$ cat src/rtl/core/assert_macros.svh
// assertion macros shared by the executor rtl
`ifndef ASSERT_MACROS_SVH
`define ASSERT_MACROS_SVH

// plain property checked on every rising clock edge outside reset
`define SME_ASSERT(lbl, prop, msg) \
    lbl: assert property (@(posedge aclk) disable iff (!aresetn) (prop)) else $error(msg);

// same-cycle implication
`define SME_ASSERT_IMPL(lbl, ante, cons, msg) \
    lbl: assert property (@(posedge aclk) disable iff (!aresetn) (ante) |-> (cons)) else $error(msg);

// next-cycle implication
`define SME_ASSERT_NEXT(lbl, ante, cons, msg) \
    lbl: assert property (@(posedge aclk) disable iff (!aresetn) (ante) |=> (cons)) else $error(msg);

`endif

$ cat src/rtl/core/sme_pkg.sv
// types, constants and codes shared by the stack machine executor
package sme_pkg;

    localparam int STACK_DEPTH = 256;
    localparam int WORD_W      = 32;
    localparam int SP_W        = $clog2(STACK_DEPTH + 1);
    localparam int ADDR_W      = $clog2(STACK_DEPTH);
    localparam int DIV_CNT_W   = $clog2(WORD_W);

    localparam int OP_W        = 4;
    localparam int STATUS_W    = 3;
    localparam int DEPTH_W     = 9;

    localparam int S_TDATA_W   = 32;
    localparam int S_TUSER_W   = 5;
    localparam int M_TDATA_W   = 80;
    localparam int M_TUSER_W   = 1;
    localparam int M_USED_W    = STATUS_W + WORD_W + DEPTH_W + WORD_W;

    typedef enum logic [OP_W-1:0] {
        OP_PUSH  = 4'd0,
        OP_POP   = 4'd1,
        OP_ADD   = 4'd2,
        OP_SUB   = 4'd3,
        OP_MUL   = 4'd4,
        OP_DIV   = 4'd5,
        OP_EMIT  = 4'd6,
        OP_HALT  = 4'd7,
        OP_DUP   = 4'd8,
        OP_SWAP  = 4'd9
    } opcode_t;

    typedef enum logic [STATUS_W-1:0] {
        ST_OK        = 3'd0,
        ST_HALTED    = 3'd1,
        ST_OVERFLOW  = 3'd2,
        ST_UNDERFLOW = 3'd3,
        ST_DIVZERO   = 3'd4,
        ST_IGNORED   = 3'd5
    } status_t;

    typedef enum logic [2:0] {
        S_IDLE,
        S_READ,
        S_EXEC,
        S_DIV,
        S_COMMIT
    } state_t;

    // controller to datapath
    typedef struct packed {
        logic latch;
        logic rd_en;
        logic alu_ld;
        logic div_start;
        logic commit;
    } cmd_t;

    // datapath to controller
    typedef struct packed {
        logic need_div;
        logic div_done;
        logic out_free;
    } sts_t;

endpackage

$ cat src/rtl/core/sme_ctrl.sv
// instruction sequencer: accept, stack read, execute, divide wait, commit
`include "assert_macros.svh"

module sme_ctrl (
    input  logic          aclk,
    input  logic          aresetn,
    input  logic          s_tvalid,
    output logic          s_tready,
    output sme_pkg::cmd_t cmd,
    input  sme_pkg::sts_t sts
);
    import sme_pkg::*;

    state_t state_reg, state_next;

    always_ff @(posedge aclk) begin
        if (!aresetn) begin
            state_reg <= S_IDLE;
        end else begin
            state_reg <= state_next;
        end
    end

    always_comb begin
        state_next = state_reg;
        cmd        = '0;
        s_tready   = 1'b0;
        unique case (state_reg)
            S_IDLE: begin
                s_tready = 1'b1;
                if (s_tvalid) begin
                    cmd.latch  = 1'b1;
                    state_next = S_READ;
                end
            end
            S_READ: begin
                cmd.rd_en  = 1'b1;
                state_next = S_EXEC;
            end
            S_EXEC: begin
                cmd.alu_ld = 1'b1;
                if (sts.need_div) begin
                    cmd.div_start = 1'b1;
                    state_next    = S_DIV;
                end else begin
                    state_next = S_COMMIT;
                end
            end
            S_DIV: begin
                if (sts.div_done) begin
                    state_next = S_COMMIT;
                end
            end
            S_COMMIT: begin
                if (sts.out_free) begin
                    cmd.commit = 1'b1;
                    state_next = S_IDLE;
                end
            end
            default: begin
                state_next = S_IDLE;
            end
        endcase
    end

    `SME_ASSERT(a_one_step, $onehot0({cmd.latch, cmd.rd_en, cmd.alu_ld, cmd.commit}), "overlapping commands")
    `SME_ASSERT_NEXT(a_accept_reads, s_tvalid && s_tready, cmd.rd_en, "accepted item not read")
    `SME_ASSERT_NEXT(a_read_execs, cmd.rd_en, cmd.alu_ld && !s_tready, "read not followed by execute")

endmodule

$ cat config.mk
export PLATFORM = sky130hd
export DESIGN_NAME = sme_ctrl
export DESIGN_NICKNAME = d
export VERILOG_FILES = /design/src/rtl/core/sme_pkg.sv /design/src/rtl/core/sme_ctrl.sv
export VERILOG_INCLUDE_DIRS = /design/src /design/src/rtl/core
export SDC_FILE = /design/constraint.sdc
export NUM_CORES = 1
export LEC_CHECK = 0
export BUFFER_PORTS_ARGS = -buffer_cell sky130_fd_sc_hd__buf_4
export CAP_MARGIN = 20
export CORE_AREA = 3 3 40 42
export CTS_CLUSTER_DIAMETER = 50
export DETAILED_ROUTE_END_ITERATION = 10
export DIE_AREA = 0 0 43 45
export GPL_TIMING_DRIVEN = 0
export PLACE_DENSITY = 0.51
export SKIP_CTS_REPAIR_TIMING = 1
export SYNTH_ARGS = -nofsm -noshare
export SYNTH_HDL_FRONTEND = slang
export SYNTH_SLANG_ARGS = --single-unit
$ cat constraint.sdc
create_clock -name aclk -period 2.7 [get_ports aclk]
set_input_delay 0.27 -clock aclk [delete_from_list [all_inputs] [get_ports aclk]]
set_output_delay 0.27 -clock aclk [all_outputs]
set_load 0.02 [all_outputs]
==> impl_metrics.ini <==
[timing]
report.final.setup_viol = 0
post-route-period-util = 0.551
slew_violations = 0
fin_ws_ns = 1.21
achievable-frequency_mhz = 672
finalCriticalPeriod_ns = 1.49
slew_at_the_pin_closest_to_its_max_slew_limit_ns = 0.224
grt_setup_unrepaired = no
finalSetupTns_ns = 0
max-slew-margin-rel = 0.850
hold_viol_final = 0
clock_skew_ns = 0.00106

[final_layout]
mostFrequentLayoutCells = sky130_fd_sc_hd__buf_4, sky130_fd_sc_hd__clkbuf_4, sky130_fd_sc_hd__dfxtp_1
nets = 48
layout_commonest_cell = sky130_fd_sc_hd__buf_4
final_layout_size_suffix_gt1_frac = 0.537
number_of_flip_flops_in_the_largest_register = 3
layout-area-overhead-vs-synth_pct = 49.0
final_util = 0.302
layoutNonFillerInstCount = 56
antenna_cells_inserted = 0

[route]
drt.antenna.violating_nets = 0
detail_route.first_pass.iterations = 3
drt_drc_violations_left = 0
detail_route.vias_per_cell = 4.39
wl_per_cell_um = 10.9
first_iter_violations = 3
vias = 246
routed_wirelength_um = 611

[floorplanning]
dieArea_mm2 = 0.00194
floorplan.rows = 13
io-pin-count = 12
die_w_um = 43
fp.dieH_um = 45
initial_utilization = 0.203
core_area_mm2 = 0.00128

[place]
port-buffer-count = 11
post-dp-hpwl_um = 446
numPlacedInstances = 52
routabilityCongestion = 0.638
pre_cts_ws_ns = 1.45

[clock_network]
cts.sink_count = 3
clockBufferDepth = 2
cts_max_level = 1
clkTransAtPathRegs_ns = 0.04
cts_buffers = 3
tritoncts = done
cell_chosen_for_the_clock_root = sky130_fd_sc_hd__clkbuf_4
insertion_delay_ns = 0.23

[pwr]
pwr_dens_mw_per_mm2 = 574
worst_vdd_ir_mv = 0.224
leakage_power_uw = 0.000164

[setup_path]
worst_r2r_path_depth = 4
cp.arrival_ns = 1.22
path_buf_inv = 2
path_max_fanout = 9
critical-path-top-cell-by-count = sky130_fd_sc_hd__buf_4
worst_r2r_endpoint = state_reg[2]
r2r_startpoint = state_reg[0]
setup.worst_path.end_class = primary output
critical_path_class = reg2out
setup.reg_to_reg.worst_slack_ns = 1.69
critical_path.top_delay_family = simple AND/OR/NAND/NOR gates
cp_cell_sequence = buf_4 -> nor3b_1 -> and2_1 -> buf_4
worst_ep_required_time_ns = 2.43
critical_path.max_stage_delay_ns = 0.29
cp_slowest_cell = sky130_fd_sc_hd__dfxtp_1
worstSetupStartpointType = flip-flop

[grt]
overall_global_routing_resource_usage = 0.0765
globalRouteOverflowTotal = 0
via_count_of_the_first_global_routing_pass = 249
antenna_violations_before_repair = 0
grt_max_degree = 11
grt_pass1_wl_mm = 1.06

[synth]
synthesis.area_um2 = 260
synthDominantCellAreaShare = 0.231
netlist_instances = 26
post_synth_main_area_contributors = sky130_fd_sc_hd__dfxtp_1, sky130_fd_sc_hd__nor4b_4, sky130_fd_sc_hd__buf_6
yosysWarnings = 0
mappedNetlistNets = 32
synth-seq-cells = 3
sequential_area_share_after_synthesis = 0.231
synth_cell_types = 19
postSynthAreaPerCell_um2 = 10.0
post-synth-top-area-cell = sky130_fd_sc_hd__dfxtp_1

[hold_path]
hold-path-cell-count = 2
hold-path-endpoint = state_reg[1]
holdCritStartpoint = sts[1]
holdCritPathClass = in2reg

[run]
maxCapViolations = 0

[status]
status = finished clean
per-layer routing:
layer  share of wire  global-route usage
met5               0                   0
met4               0              0.0542
met3           0.044              0.0359
met2            0.54               0.123
met1            0.41              0.0793
report_power, final:
part	leakage (uW)	internal (uW)	total (uW)	switching, uW
clock network	0.0000150	55.4	78.8	23.4
registers	0.0000246	49.4	52.8	3.39
logic	0.000125	43.6	91.2	47.5
total	0.000164	148	223	74.3
final cells by class:
cell class                      count  area [um^2]
Fill cell                         143          897
Clock buffer                        4         26.3
Inverter                            1         3.75
Sequential cell                     3         60.1
Buffer                              3         30.0
Tap cell                           15         18.8
Timing Repair Buffer               11         82.6
Multi-Input combinational cell     19          166
through the flow:
step	hold slack (ns)	instance area [um^2]	total power (uW)
4_1_cts	0.232	388	228
3_5_place_dp	0.482	362	145
2_1_floorplan	0.386	260	113
6_report	0.242	388	223
3_3_place_gp	0.484	362	145
5_1_grt	0.236	388	240
worst max-delay path by stage:
stage,from,endpoint,cells past startpoint
CTS,state_reg[2],cmd[1],4
global placement,state_reg[2],cmd[1],4
detailed placement,state_reg[2],cmd[1],4
global route,state_reg[2],cmd[1],4
floorplan,state_reg[2],cmd[1],3
finish,state_reg[2],cmd[1],4
cell usage after synthesis, drive strengths merged:
| master | instances |
|---|---|
| a21oi | 1 |
| a221oi | 1 |
| a311oi | 1 |
| a31oi | 1 |
| and2 | 2 |
| and2b | 1 |
| buf | 3 |
| dfxtp | 3 |
| inv | 1 |
| nand2 | 2 |
| nand2b | 1 |
| nor3 | 3 |
| nor3b | 3 |
| nor4b | 1 |
| o21bai | 1 |
| o221a | 1 |
kinds of logic after synthesis:
family | share of synthesized area
and+or+nand+nor | 0.433
AOI/OAI and AO/OA | 0.207
DFF | 0.231
buffers and inverters | 0.130
Note: power is estimated with default switching activity, not from simulation.
